File: src/kva_pkg.sv
// Shared types, constants and the note frequency table of the key voice allocator.
package kva_pkg;

    // Key index width; up to sixteen keys are supported.
    localparam int KEY_W  = 4;
    // Width of a frequency in hertz.
    localparam int FREQ_W = 13;
    // Width of the octave register.
    localparam int OCT_W  = 4;

    // Event codes carried on the action field.
    localparam logic ACT_START = 1'b0;
    localparam logic ACT_STOP  = 1'b1;

    // Octave range that produces sound.
    localparam logic [OCT_W-1:0] OCT_LOW  = 4'd1;
    localparam logic [OCT_W-1:0] OCT_HIGH = 4'd7;
    localparam logic [OCT_W-1:0] OCT_RESET = 4'd4;

    // Sequencer states.
    typedef enum logic [1:0] {
        ST_IDLE,
        ST_KEYS,
        ST_VOICES
    } kva_state_t;

    // One key step handed to the slot table.
    typedef struct packed {
        logic             step;
        logic             pressed;
        logic [KEY_W-1:0] idx;
    } kva_key_op_t;

    // Note frequencies of the top octave, truncated to whole hertz.
    function automatic logic [FREQ_W-1:0] kva_top_freq(input logic [KEY_W-1:0] key);
        logic [FREQ_W-1:0] freq;
        unique case (key)
            4'd0:  freq = 13'd2093;
            4'd1:  freq = 13'd2217;
            4'd2:  freq = 13'd2349;
            4'd3:  freq = 13'd2489;
            4'd4:  freq = 13'd2637;
            4'd5:  freq = 13'd2793;
            4'd6:  freq = 13'd2959;
            4'd7:  freq = 13'd3135;
            4'd8:  freq = 13'd3322;
            4'd9:  freq = 13'd3520;
            4'd10: freq = 13'd3729;
            4'd11: freq = 13'd3951;
            4'd12: freq = 13'd4186;
            4'd13: freq = 13'd4434;
            4'd14: freq = 13'd4698;
            4'd15: freq = 13'd4978;
        endcase
        return freq;
    endfunction

endpackage

File: src/key_voice_allocator_top.sv
// Key voice allocator: one key per cycle, then one voice slot per cycle unless the output stalls.
// Keys are stepped in ST_KEYS, then voices in ST_VOICES; output words are registered.
// A new scan is accepted only in ST_IDLE, after the previous scan has visited every voice.
// Reset (asynchronous, active low): all voices free and silent, octave 4, output empty.
module key_voice_allocator_top
    import kva_pkg::*;
#(
    parameter int NUM_KEYS   = 13,
    parameter int NUM_VOICES = 4
)
(
    input  logic                      clk,
    input  logic                      rst_n,
    input  logic                      cfg_wr_en,
    input  logic [OCT_W-1:0]          cfg_wr_data,
    input  logic                      in_valid,
    output logic                      in_ready,
    input  logic [NUM_KEYS-1:0]       keys,
    output logic                      out_valid,
    input  logic                      out_ready,
    output logic [((NUM_VOICES > 1) ? $clog2(NUM_VOICES) : 1)-1:0] voice,
    output logic                      action,
    output logic [FREQ_W-1:0]         frequency,
    output logic                      sounding,
    output logic                      last
);

    localparam int VW = (NUM_VOICES > 1) ? $clog2(NUM_VOICES) : 1;

    kva_state_t            state_reg;
    kva_state_t            state_next;
    logic [NUM_KEYS-1:0]   keys_sr_reg;
    logic [KEY_W-1:0]      key_cnt_reg;
    logic [VW-1:0]         voice_cnt_reg;
    logic [NUM_VOICES-1:0] playing_reg;
    logic [OCT_W-1:0]      octave_reg;

    logic                  out_valid_reg;
    logic [VW-1:0]         voice_reg;
    logic                  action_reg;
    logic [FREQ_W-1:0]     frequency_reg;
    logic                  sounding_reg;
    logic                  last_reg;

    kva_key_op_t           key_op;
    logic [NUM_VOICES-1:0] held;
    logic [KEY_W-1:0]      slot_key [NUM_VOICES];
    logic                  full;

    logic                  in_fire;
    logic                  keys_done;
    logic                  voices_done;
    logic                  voice_go;
    logic [NUM_VOICES-1:0] emit;
    logic [NUM_VOICES-1:0] above;
    logic                  cur_held;
    logic                  oct_ok;
    logic [2:0]            oct_shift;
    logic [FREQ_W-1:0]     start_freq;

    kva_slots #(
        .NUM_VOICES (NUM_VOICES)
    ) u_slots (
        .clk      (clk),
        .rst_n    (rst_n),
        .key_op   (key_op),
        .held     (held),
        .slot_key (slot_key),
        .full     (full)
    );

    // Step conditions of the sequencer.
    assign in_fire     = in_valid && in_ready;
    assign keys_done   = key_cnt_reg == KEY_W'(NUM_KEYS - 1);
    assign voices_done = voice_cnt_reg == VW'(NUM_VOICES - 1);

    // Next state.
    always_comb
    begin
        state_next = state_reg;
        unique case (state_reg)
            ST_IDLE:
            begin
                if (in_fire)
                begin
                    state_next = ST_KEYS;
                end
            end
            ST_KEYS:
            begin
                if (keys_done)
                begin
                    state_next = ST_VOICES;
                end
            end
            ST_VOICES:
            begin
                if (voice_go && voices_done)
                begin
                    state_next = ST_IDLE;
                end
            end
            default:
            begin
                state_next = ST_IDLE;
            end
        endcase
    end

    // Sequencer outputs: input handshake, key step and voice step.
    always_comb
    begin
        in_ready       = state_reg == ST_IDLE;
        key_op.step    = state_reg == ST_KEYS;
        key_op.pressed = keys_sr_reg[0];
        key_op.idx     = key_cnt_reg;
        voice_go       = (state_reg == ST_VOICES) && (!out_valid_reg || out_ready);
    end

    // A voice emits when its held state differs from its playing state.
    always_comb
    begin
        emit = held ^ playing_reg;
        for (int i = 0; i < NUM_VOICES; i++)
        begin
            above[i] = VW'(i) > voice_cnt_reg;
        end
    end

    // Start frequency: top octave entry shifted down to the selected octave.
    always_comb
    begin
        cur_held   = held[voice_cnt_reg];
        oct_ok     = (octave_reg >= OCT_LOW) && (octave_reg <= OCT_HIGH);
        oct_shift  = 3'(OCT_HIGH - octave_reg);
        start_freq = oct_ok ? (kva_top_freq(slot_key[voice_cnt_reg]) >> oct_shift) : '0;
    end

    // Sequencer control registers.
    always_ff @(posedge clk or negedge rst_n)
    begin
        if (!rst_n)
        begin
            state_reg     <= ST_IDLE;
            key_cnt_reg   <= '0;
            voice_cnt_reg <= '0;
            playing_reg   <= '0;
            octave_reg    <= OCT_RESET;
        end
        else
        begin
            state_reg <= state_next;
            if (cfg_wr_en)
            begin
                octave_reg <= cfg_wr_data;
            end
            if (in_fire)
            begin
                key_cnt_reg <= '0;
            end
            else if (key_op.step)
            begin
                key_cnt_reg <= keys_done ? '0 : key_cnt_reg + KEY_W'(1);
            end
            if (voice_go)
            begin
                voice_cnt_reg              <= voices_done ? '0 : voice_cnt_reg + VW'(1);
                playing_reg[voice_cnt_reg] <= cur_held;
            end
        end
    end

    // Key bits are consumed one per cycle, lowest key first.
    always_ff @(posedge clk)
    begin
        if (in_fire)
        begin
            keys_sr_reg <= keys;
        end
        else if (key_op.step)
        begin
            keys_sr_reg <= keys_sr_reg >> 1;
        end
    end

    // Output word valid flag.
    always_ff @(posedge clk or negedge rst_n)
    begin
        if (!rst_n)
        begin
            out_valid_reg <= 1'b0;
        end
        else if (voice_go && emit[voice_cnt_reg])
        begin
            out_valid_reg <= 1'b1;
        end
        else if (out_ready)
        begin
            out_valid_reg <= 1'b0;
        end
    end

    // Output word payload: start for a newly held voice, stop for a freed one.
    always_ff @(posedge clk)
    begin
        if (voice_go && emit[voice_cnt_reg])
        begin
            voice_reg     <= voice_cnt_reg;
            action_reg    <= cur_held ? ACT_START : ACT_STOP;
            frequency_reg <= cur_held ? start_freq : '0;
            sounding_reg  <= cur_held && oct_ok && !full;
            last_reg      <= !(|(emit & above));
        end
    end

    assign out_valid = out_valid_reg;
    assign voice     = voice_reg;
    assign action    = action_reg;
    assign frequency = frequency_reg;
    assign sounding  = sounding_reg;
    assign last      = last_reg;

endmodule

File: src/kva_slots.sv
// Voice slot table: which key holds each voice, and how many voices are held.
module kva_slots
    import kva_pkg::*;
#(
    parameter int NUM_VOICES = 4
)
(
    input  logic                  clk,
    input  logic                  rst_n,
    input  kva_key_op_t           key_op,
    output logic [NUM_VOICES-1:0] held,
    output logic [KEY_W-1:0]      slot_key [NUM_VOICES],
    output logic                  full
);

    localparam int CNT_W = $clog2(NUM_VOICES + 1);

    logic [NUM_VOICES-1:0] held_reg;
    logic [NUM_VOICES-1:0] held_next;
    logic [KEY_W-1:0]      key_reg [NUM_VOICES];
    logic [CNT_W-1:0]      count_reg;
    logic [CNT_W-1:0]      count_next;

    logic [NUM_VOICES-1:0] match;
    logic [NUM_VOICES-1:0] free_mask;
    logic [NUM_VOICES-1:0] first_free;
    logic                  can_take;
    logic                  take;
    logic                  drop;

    // Find the slot already held by this key and the lowest free slot.
    always_comb
    begin
        for (int v = 0; v < NUM_VOICES; v++)
        begin
            match[v] = held_reg[v] && (key_reg[v] == key_op.idx);
        end
        free_mask  = ~held_reg;
        first_free = free_mask & (~free_mask + NUM_VOICES'(1));
        can_take   = count_reg < CNT_W'(NUM_VOICES);
        take       = key_op.step && key_op.pressed && !(|match) && can_take;
        drop       = key_op.step && !key_op.pressed && (|match);
    end

    // A pressed key takes the lowest free slot; a released key frees its slot.
    always_comb
    begin
        held_next  = held_reg;
        count_next = count_reg;
        if (take)
        begin
            held_next  = held_reg | first_free;
            count_next = count_reg + CNT_W'(1);
        end
        else if (drop)
        begin
            held_next  = held_reg & ~match;
            count_next = count_reg - CNT_W'(1);
        end
    end

    // Control state of the table.
    always_ff @(posedge clk or negedge rst_n)
    begin
        if (!rst_n)
        begin
            held_reg  <= '0;
            count_reg <= '0;
        end
        else
        begin
            held_reg  <= held_next;
            count_reg <= count_next;
        end
    end

    // Key numbers are only meaningful while the slot is held.
    always_ff @(posedge clk or negedge rst_n)
    begin
        if (!rst_n)
        begin
            for (int v = 0; v < NUM_VOICES; v++)
            begin
                key_reg[v] <= '0;
            end
        end
        else
        begin
            for (int v = 0; v < NUM_VOICES; v++)
            begin
                if (take && first_free[v])
                begin
                    key_reg[v] <= key_op.idx;
                end
            end
        end
    end

    assign held     = held_reg;
    assign slot_key = key_reg;
    assign full     = !can_take;

endmodule

File: config.mk
export PLATFORM = sky130hd
export DESIGN_NAME = key_voice_allocator_top
export DESIGN_NICKNAME = d
export VERILOG_FILES = /design/src/kva_pkg.sv /design/src/key_voice_allocator_top.sv /design/src/kva_slots.sv
export SDC_FILE = /design/constraint.sdc
export NUM_CORES = 1
export LEC_CHECK = 0
export BUFFER_PORTS_ARGS = -buffer_cell sky130_fd_sc_hd__buf_4
export CAP_MARGIN = 20
export CORE_MARGIN = 2
export CORE_UTILIZATION = 54
export DETAILED_ROUTE_END_ITERATION = 6
export PLACE_DENSITY = 0.77
export SYNTH_ARGS = -nofsm -noshare
export SYNTH_HDL_FRONTEND = slang
export SYNTH_SLANG_ARGS = --single-unit
File: constraint.sdc
create_clock -name clk -period 2.8 [get_ports clk]
set_input_delay 0.14 -clock clk [delete_from_list [all_inputs] [get_ports clk]]
set_output_delay 0.14 -clock clk [all_outputs]
set_load 0.02 [all_outputs]
==> summary.md, run 1 <==
| Metric | Value |
|---|---|
| Run status | finished clean |
| Final std cells w/o fill | 533 |
| Starting Density | 55.3% |
| Area Overhead vs Synth | 15.7% |
| Period utilization | 95.8% |
| Internal power | 2.89 mW |
| Final hold viol count | 0 |
| Top routing layer used | met4 |
| CP endpoint kind | flop |
| DRT antenna net count | 0 |
| Post-synth cell types | 69 |
| Yosys warns | 0 |
| Post-synth top cells | dfrtp_1 (39), mux2_2 (33), edfxtp_1 (31), nand2_1 (27), nor2_1 (23) |
| CTS Buf Count | 9 |
| Async S/R FF share, synth | 56.3% |
| Layout Skew | 0.00840 ns |
| Synth Area per Inst | 11.4 um^2 |
| Critical Path Max Stage Delay | 0.60 ns |
| Peak supply drop | 0.000439 V |
| Met3 wire len | 449 um |
| Final core utilization | 64.0% |
| Hold WC Path Type | in -> reg |
| CP Launch Type | flop |
| Reg clk slew, reported paths | 0.08 ns |
| Multi-input combinational cell area | 0.00214 mm^2 |
| Synth Flop Type | dfrtp_1 |
| Initial antenna violation count | 0 |
| DIE AREA | 0.00860 mm^2 |
| Max Freq | 0.373 GHz |
| Reg power frac | 36.4% |
| Setup slack, reg-to-reg | 0.12 ns |
| Grt total ovfl | 0 |
| I/O Pins | 42 |
| Yosys top cell by area | dfrtp_1 |
| Top-count cell post-synth | dfrtp_1 |
| Drt initial violations | 199 |
| Sw frac | 40.5% |
| Root Buffer Master | clkbuf_8 |
| DRC violations left | 0 |
| H-tree lvl count | 3 |
| Worst-Skew Late Latency | 0.35 ns |
| DIE WIDTH | 92.7 um |
| Pre-CTS setup slack | 0.107 ns |
| Synthesis-stage register bit count | 71 |
| Critical path's top delay family | multiplexers |
| Slew @ Worst Pin | 0.685 ns |
| Clock share of power | 16.8% |
| Leak pwr | 2.07 nW |
| Final Slew Violations | 0 |
| Critical R2R Launch | voice_cnt_reg[0]$_DFFE_PN0P_ |
| Unrepaired setup endpoints after global routing | false |
| Die height | 92.7 um |
| Row count | 32 |
| Layout cell share with drive strength beyond 1 | 31.3% |
| Fin Setup TNS | 0 ns |
| Clock sinks | 71 |
| Tmin final | 2.68 ns |
| Crit path max fanout | 7 |
| Post-DP HPWL | 6.84 mm |
| Core area | 0.00769 mm^2 |
| Overall routed net length | 9.26 mm |
| CP max stage cell | mux4_1 |
| Setup WS post-layout | 0.117 ns |
| CTS Buffer Depth | 2 |
| Post-CTS setup buffers | 0 |
| Pin count of the biggest net entering global routing | 41 |
| Mean number of vias per cell | 5.89 |
| N_diodes | 0 |
| Vias in the first global route | 3,145 |
| Max-Cap Viols | 0 |
| Crit path DAT | 2.79 ns |
| WP buf/inv | 2 |
| Hold Startpoint | cfg_wr_data[3] |
| FF/Latch Area | 0.00193 mm^2 |
| Post-synthesis sequential area ratio | 45.5% |
| Post-Place Cells | 514 |
| Cell Area, Synth | 0.00425 mm^2 |
| Met1 WL | 4.05 mm |
| Combinational share of power | 46.8% |
| Power Dens Cells | 987 mW/mm^2 |
| Setup violators final | 0 |
| Drt wl/cell | 17.4 um |
| Via count | 3,139 |
| GP Congestion | 0.955 |
| Layout Nets | 459 |
| Max FFs per register | 16 |
| Fillers | 620 |
| P_sw | 1.97 mW |
| Crit-path cells | mux4_1 -> buf_4 -> ha_1 -> inv_1 -> mux2i_4 -> o22ai_4 -> mux2_2 -> a22oi_1 -> a21oi_1 |
| Drt pass-1 iters | 5 |
| Number of buffers added on ports | 41 |
| Setup CP Type | reg -> reg |
| Share of the synthesized area in the top cell type | 22.9% |
| Post-synthesis cell count | 374 |
| Total Routing Usage GR | 22.9% |
| Slew headroom | 54.3% |
| Synth area leaders | dfrtp_1 (23%), edfxtp_1 (22%), mux2_2 (8.7%) |
| Worst Setup SP | voice_cnt_reg[0]$_DFFE_PN0P_ |
| Worst EP required | 2.90 ns |
| Syn nets | 407 |
| Post-synth EDFFs | 31 |
| Met2 wire length | 4.59 mm |
| CTS tree | built |
| First-pass GRT wire length | 15.3 mm |
cell families (layout without fill, tap and decap cells):
kind of cell / count (synthesis) / in the layout / synth area share (%)
xor+xnor: 22 / 22 / 4.53
simple gates: 103 / 103 / 13.5
mux: 50 / 50 / 14.7
fa+ha+maj: 11 / 11 / 3.41
buf+inv: 35 / 92 / 4.50
compound gates: 82 / 82 / 13.9
flops: 71 / 71 / 45.5
metrics by stage:
stage	area [um^2]	power [mW]	hold WS, ns
2_1_floorplan	4250	3.44	-0.156
3_3_place_gp	4680	3.89	0.153
4_1_cts	4900	4.84	0.000994
5_1_grt	4920	5.18	0.0274
3_5_place_dp	4680	4.00	0.162
6_report	4920	4.86	0.0342
power groups by stage:
stage	Combinational (mW)	Sequential, mW	Clock [mW]
after floorplan	1.79	1.65	0
after global placement	2.14	1.75	0
after detailed placement	2.22	1.78	0
after CTS	2.23	1.77	0.836
after global routing	2.48	1.81	0.882
final	2.27	1.77	0.817
layer usage:
layer	GRT usage (%)	vias to the layer above
li1	-	1479
met5	0	-
met3	5.29	21
met4	7.84	0
met1	30.0	1536
met2	37.6	103
timing repair:
action / in CTS / in global routing
hold buffers: 2 / 1
hold endpoints to repair: 40 / 1
resized for setup: 0 / 3
setup endpoints to repair: 0 / 6
cells in the final DEF, fill, tap and decap left out, drive strengths merged, types with 3 or more instances in the layout:
| master | instances |
|---|---|
| xor2 | 18 |
| nor3 | 7 |
| a21oi | 15 |
| mux2i | 10 |
| nor2 | 24 |
| ha | 10 |
| nand3 | 6 |
| o22ai | 8 |
| xnor2 | 4 |
| dlygate4sd3 | 3 |
| clkinv | 3 |
| a211oi | 4 |
| inv | 16 |
| a31oi | 4 |
| and2 | 4 |
| a21o | 3 |
| nor4 | 5 |
| nor2b | 6 |
| o32ai | 3 |
| a22oi | 4 |
| nand2b | 11 |
| o21ai | 22 |
| nand2 | 27 |
| buf | 58 |
| mux4 | 5 |
| edfxtp | 31 |
| clkbuf | 9 |
| mux2 | 35 |
| dfrtp | 39 |
| nand4 | 4 |
cell type report:
class | count | area share (%)
well taps | 102 | 2.59
flip-flops and latches | 71 | 39.3
clock inverters | 7 | 1.45
repair buffers | 61 | 9.46
inverters | 15 | 1.14
multi-input cells | 268 | 43.5
clock buffers | 9 | 2.52
path summary, 6_finish.rpt:
kind / to / cells after the start
setup / recovery: frequency[2]$_SDFFCE_PN0P_ / 9
hold / removal: octave_reg[3]$_DFFE_PN0P_ / 2
setup reg to reg: frequency[2]$_SDFFCE_PN0P_ / 9
hold reg to reg: u_slots.count_reg[0]$_DFFE_PN0P_ / 1
max in group asynchronous: octave_reg[2]$_DFFE_PN1P_ / 2
min in group asynchronous: key_cnt_reg[3]$_DFFE_PN0P_ / 2
(Power assumes the default switching activity.)
==> inputs of run 2 (changes only) <==
--- a/config.mk
+++ b/config.mk
@@ -5,6 +5,7 @@
 export SDC_FILE = /design/constraint.sdc
 export NUM_CORES = 1
 export LEC_CHECK = 0
+export ABC_AREA = 1
 export BUFFER_PORTS_ARGS = -buffer_cell sky130_fd_sc_hd__buf_4
 export CAP_MARGIN = 20
 export CORE_MARGIN = 2
@@ -14,3 +15,4 @@
 export SYNTH_ARGS = -nofsm -noshare
 export SYNTH_HDL_FRONTEND = slang
 export SYNTH_SLANG_ARGS = --single-unit
+export TNS_END_PERCENT = 30
==> summary.md, run 2 <==
| Metric | Value |
|---|---|
| Run status | finished clean |
| GP Congestion | 0.933 (-2.3%) |
| DRT antenna net count | 0 (unchanged) |
| Yosys top cell by area | dfrtp_1 |
| Async S/R FF share, synth | 56.3% (unchanged) |
| Total Routing Usage GR | 24.2% (+1.4 points) |
| Number of buffers added on ports | 41 (unchanged) |
| Share of the synthesized area in the top cell type | 23.0% (+0.034 points) |
| Yosys warns | 0 (unchanged) |
| Crit path max fanout | 11 (+4) |
| Starting Density | 55.2% (-0.081 points) |
| Setup CP Type | reg -> reg |
| Commonest non-fill, non-tap cell in the layout | nand2_1 |
| Reg2reg end | frequency[5]$_SDFFCE_PN0P_ |
| CTS Buf Count | 9 (unchanged) |
| H-tree lvl count | 3 (unchanged) |
| Tmin final | 2.27 ns (-0.416 ns) |
| Max FFs per register | 16 (unchanged) |
| Unrepaired setup endpoints after global routing | false |
| Layout Skew | 0.00961 ns (+0.00121 ns) |
| Grt total ovfl | 0 (unchanged) |
| Vias in the first global route | 3,630 (+15%) |
| Final hold viol count | 0 (unchanged) |
| Hold Path Depth | 3 (+1) |
| WHS Endpoint | octave_reg[1]$_DFFE_PN0P_ |
| Synthesis-stage register bit count | 71 (unchanged) |
| CTS Buffer Depth | 2 (unchanged) |
| Mean number of vias per cell | 5.26 (-11%) |
| Clock sinks | 71 (unchanged) |
| Initial antenna violation count | 0 (unchanged) |
| Hold WC Path Type | in -> reg |
| Drt pass-1 iters | 4 (-1) |
| Drt wl/cell | 13.6 um (-22%) |
| CP endpoint kind | flop |
| Post-synthesis sequential area ratio | 45.5% (+0.067 points) |
| Period utilization | 81.0% (-15 points) |
| Via count | 3,670 (+17%) |
| Area Overhead vs Synth | 13.4% |
| Slew @ Worst Pin | 0.633 ns (-0.0523 ns) |
| Post-DP HPWL | 7.14 mm (+4.3%) |
| Pin count of the biggest net entering global routing | 41 (unchanged) |
| Max Freq | 0.441 GHz (+18%) |
| Post-synth EDFFs | 31 (unchanged) |
| I/O Pins | 42 (unchanged) |
| CTS tree | built |
| Setup violators final | 0 (unchanged) |
| Post-synth top cells | nand2_1 (223), nand3_1 (56), inv_1 (44), dfrtp_1 (39), edfxtp_1 (31) |
| Reg clk slew, reported paths | 0.08 ns (about the same) |
| Slew headroom | 57.5% (+3.2 points) |
| Setup slack, reg-to-reg | 0.53 ns (+0.42 ns) |
| Row count | 32 (unchanged) |
| Crit path DAT | 2.38 ns (-0.41 ns) |
| Layout Nets | 624 (+36%) |
| Post-synthesis cell count | 549 (+47%) |
| Root Buffer Master | clkbuf_8 |
| Syn nets | 582 (+43%) |
| DIE WIDTH | 92.7 um (about the same) |
| Overall routed net length | 9.46 mm (+2.2%) |
| Die height | 92.7 um (about the same) |
| Synth Area per Inst | 7.74 um^2 (-32%) |
| Fin Setup TNS | 0 ns (unchanged) |
| Worst EP required | 2.92 ns (+0.02 ns) |
| Final Slew Violations | 0 (unchanged) |
| Leak pwr | 2.37 nW (+14%) |
| First-pass GRT wire length | 16.3 mm (+6.9%) |
| DRC violations left | 0 (unchanged) |
| DIE AREA | 0.00859 mm^2 (-0.14%) |
| Core area | 0.00769 mm^2 (unchanged) |
| Max-Cap Viols | 0 (unchanged) |
| Hold Startpoint | cfg_wr_data[1] |
| Layout cell share with drive strength beyond 1 | 16.9% (-14 points) |
| N_diodes | 0 (unchanged) |
| CP Launch Type | flop |
| Critical R2R Launch | voice_cnt_reg[1]$_DFFE_PN0P_ |
| Synth Flop Type | dfrtp_1 |
| Drt initial violations | 210 (+5.5%) |
| Worst-Skew Late Latency | 0.36 ns (about the same) |
| Final core utilization | 62.6% (-1.3 points) |
| Post-synth cell types | 37 (-46%) |
| Synth area leaders | dfrtp_1 (23%), edfxtp_1 (22%), nand2_1 (20%) |
| Power Dens Cells | 1100 mW/mm^2 (+11%) |
| Cell Area, Synth | 0.00425 mm^2 (-0.15%) |
| Top-count cell post-synth | nand2_1 |
| Most frequent cells in the layout | nand2_1 (223), nand3_1 (56), buf_4 (47) |
| Peak supply drop | 0.000607 V (+38%) |
| Worst reg-to-reg path cell count | 13 (+4) |
## run 2: cell types whose count changed after synthesis, sizes merged, moves of 6 or more
| cell | delta |
|---|---|
| nand2 | +204 |
| mux2i | -10 |
| xor2 | -15 |
| o21ai | +8 |
| mux2 | -33 |
| nand4 | +9 |
| nand3 | +56 |
| nor2b | -6 |
| nor2 | +8 |
| a21oi | -12 |
| inv | +40 |
| nand2b | -11 |
## run 2: cell families (layout without fill, tap and decap cells)
logic type	count (synthesis)	after routing	share of synthesized area (%)
compound gates	39	39	5.13
xor+xnor	7	7	1.44
fa+ha+maj	11	11	3.42
buf+inv	72	119	7.81
flops	71	71	45.5
mux	2	2	0.530
simple gates	347	347	36.2
## run 2: worst max-delay path by stage
| stage | start | to | slack (ns) | cells after the start |
|---|---|---|---|---|
| after global placement | key_cnt_reg[0]$_DFFE_PN0P_ | u_slots.count_reg[2]$_DFFE_PN0P_ | 0.61 | 13 |
| after floorplan | out_valid$_DFFE_PN0P_ | action$_DFFE_PP_ | 0.68 | 7 |
| final | voice_cnt_reg[1]$_DFFE_PN0P_ | frequency[5]$_SDFFCE_PN0P_ | 0.53 | 13 |
| after CTS | key_cnt_reg[0]$_DFFE_PN0P_ | u_slots.count_reg[2]$_DFFE_PN0P_ | 0.55 | 13 |
| after global routing | voice_cnt_reg[0]$_DFFE_PN0P_ | frequency[0]$_SDFFCE_PN0P_ | 0.25 | 16 |
| after detailed placement | key_cnt_reg[0]$_DFFE_PN0P_ | u_slots.count_reg[2]$_DFFE_PN0P_ | 0.58 | 13 |
## run 2: routing by layer
metal  track usage, %  share of wire (%)  vias up
li1                 -                  -     1859
met1             31.3                 46     1662
met2             39.8                 46      120
met3             3.91                5.0       29
met4             11.9                3.0        0
met5                0                  0        -
## run 2: what timing repair did
item / 4_1_cts / 5_1_grt
endpoints found under the hold margin: 39 / 0
resized for setup: 0 / 0
hold buffers: 1 / 0
setup buffers: 0 / 0
## run 2: final cells by class
class                      instances  area [um^2]
timing repair buffer              48          363
clock buffer                       9          124
fill                             694         2870
tap                              102          128
inverter                          55          214
clock inverter                     7         72.6
multi-input combinational        406         1980
sequential                        71         1930
## run 2: power by group
part / switching, mW / leakage (nW) / internal, mW
clock network: 0.414 / 0.0972 / 0.413
registers: 0.377 / 0.801 / 1.48
logic: 1.75 / 1.47 / 0.851
## run 2: per-stage QoR
stage,instance area [um^2],total power [mW],setup WS (ns),hold slack [ns],std cells
after floorplan,4250,3.88,0.682,-0.156,549
after global placement,4610,4.37,0.612,0.148,681
after detailed placement,4610,4.43,0.578,0.157,681
after CTS,4820,5.26,0.551,0.00803,698
after global routing,4820,5.77,0.249,0.0155,698
final,4820,5.28,0.533,0.00652,698
## run 2: critical path, cell delays in order (launching register included)
cell	delay (ns)
dfrtp_1	0.60
inv_2	0.16
nand3_1	0.12
nand2_1	0.09
inv_1	0.15
ha_1	0.27
inv_1	0.08
nand2_1	0.07
nand3_1	0.09
nand3_1	0.08
nand2_1	0.09
nand2_1	0.07
nand3_1	0.10
nand2_1	0.05
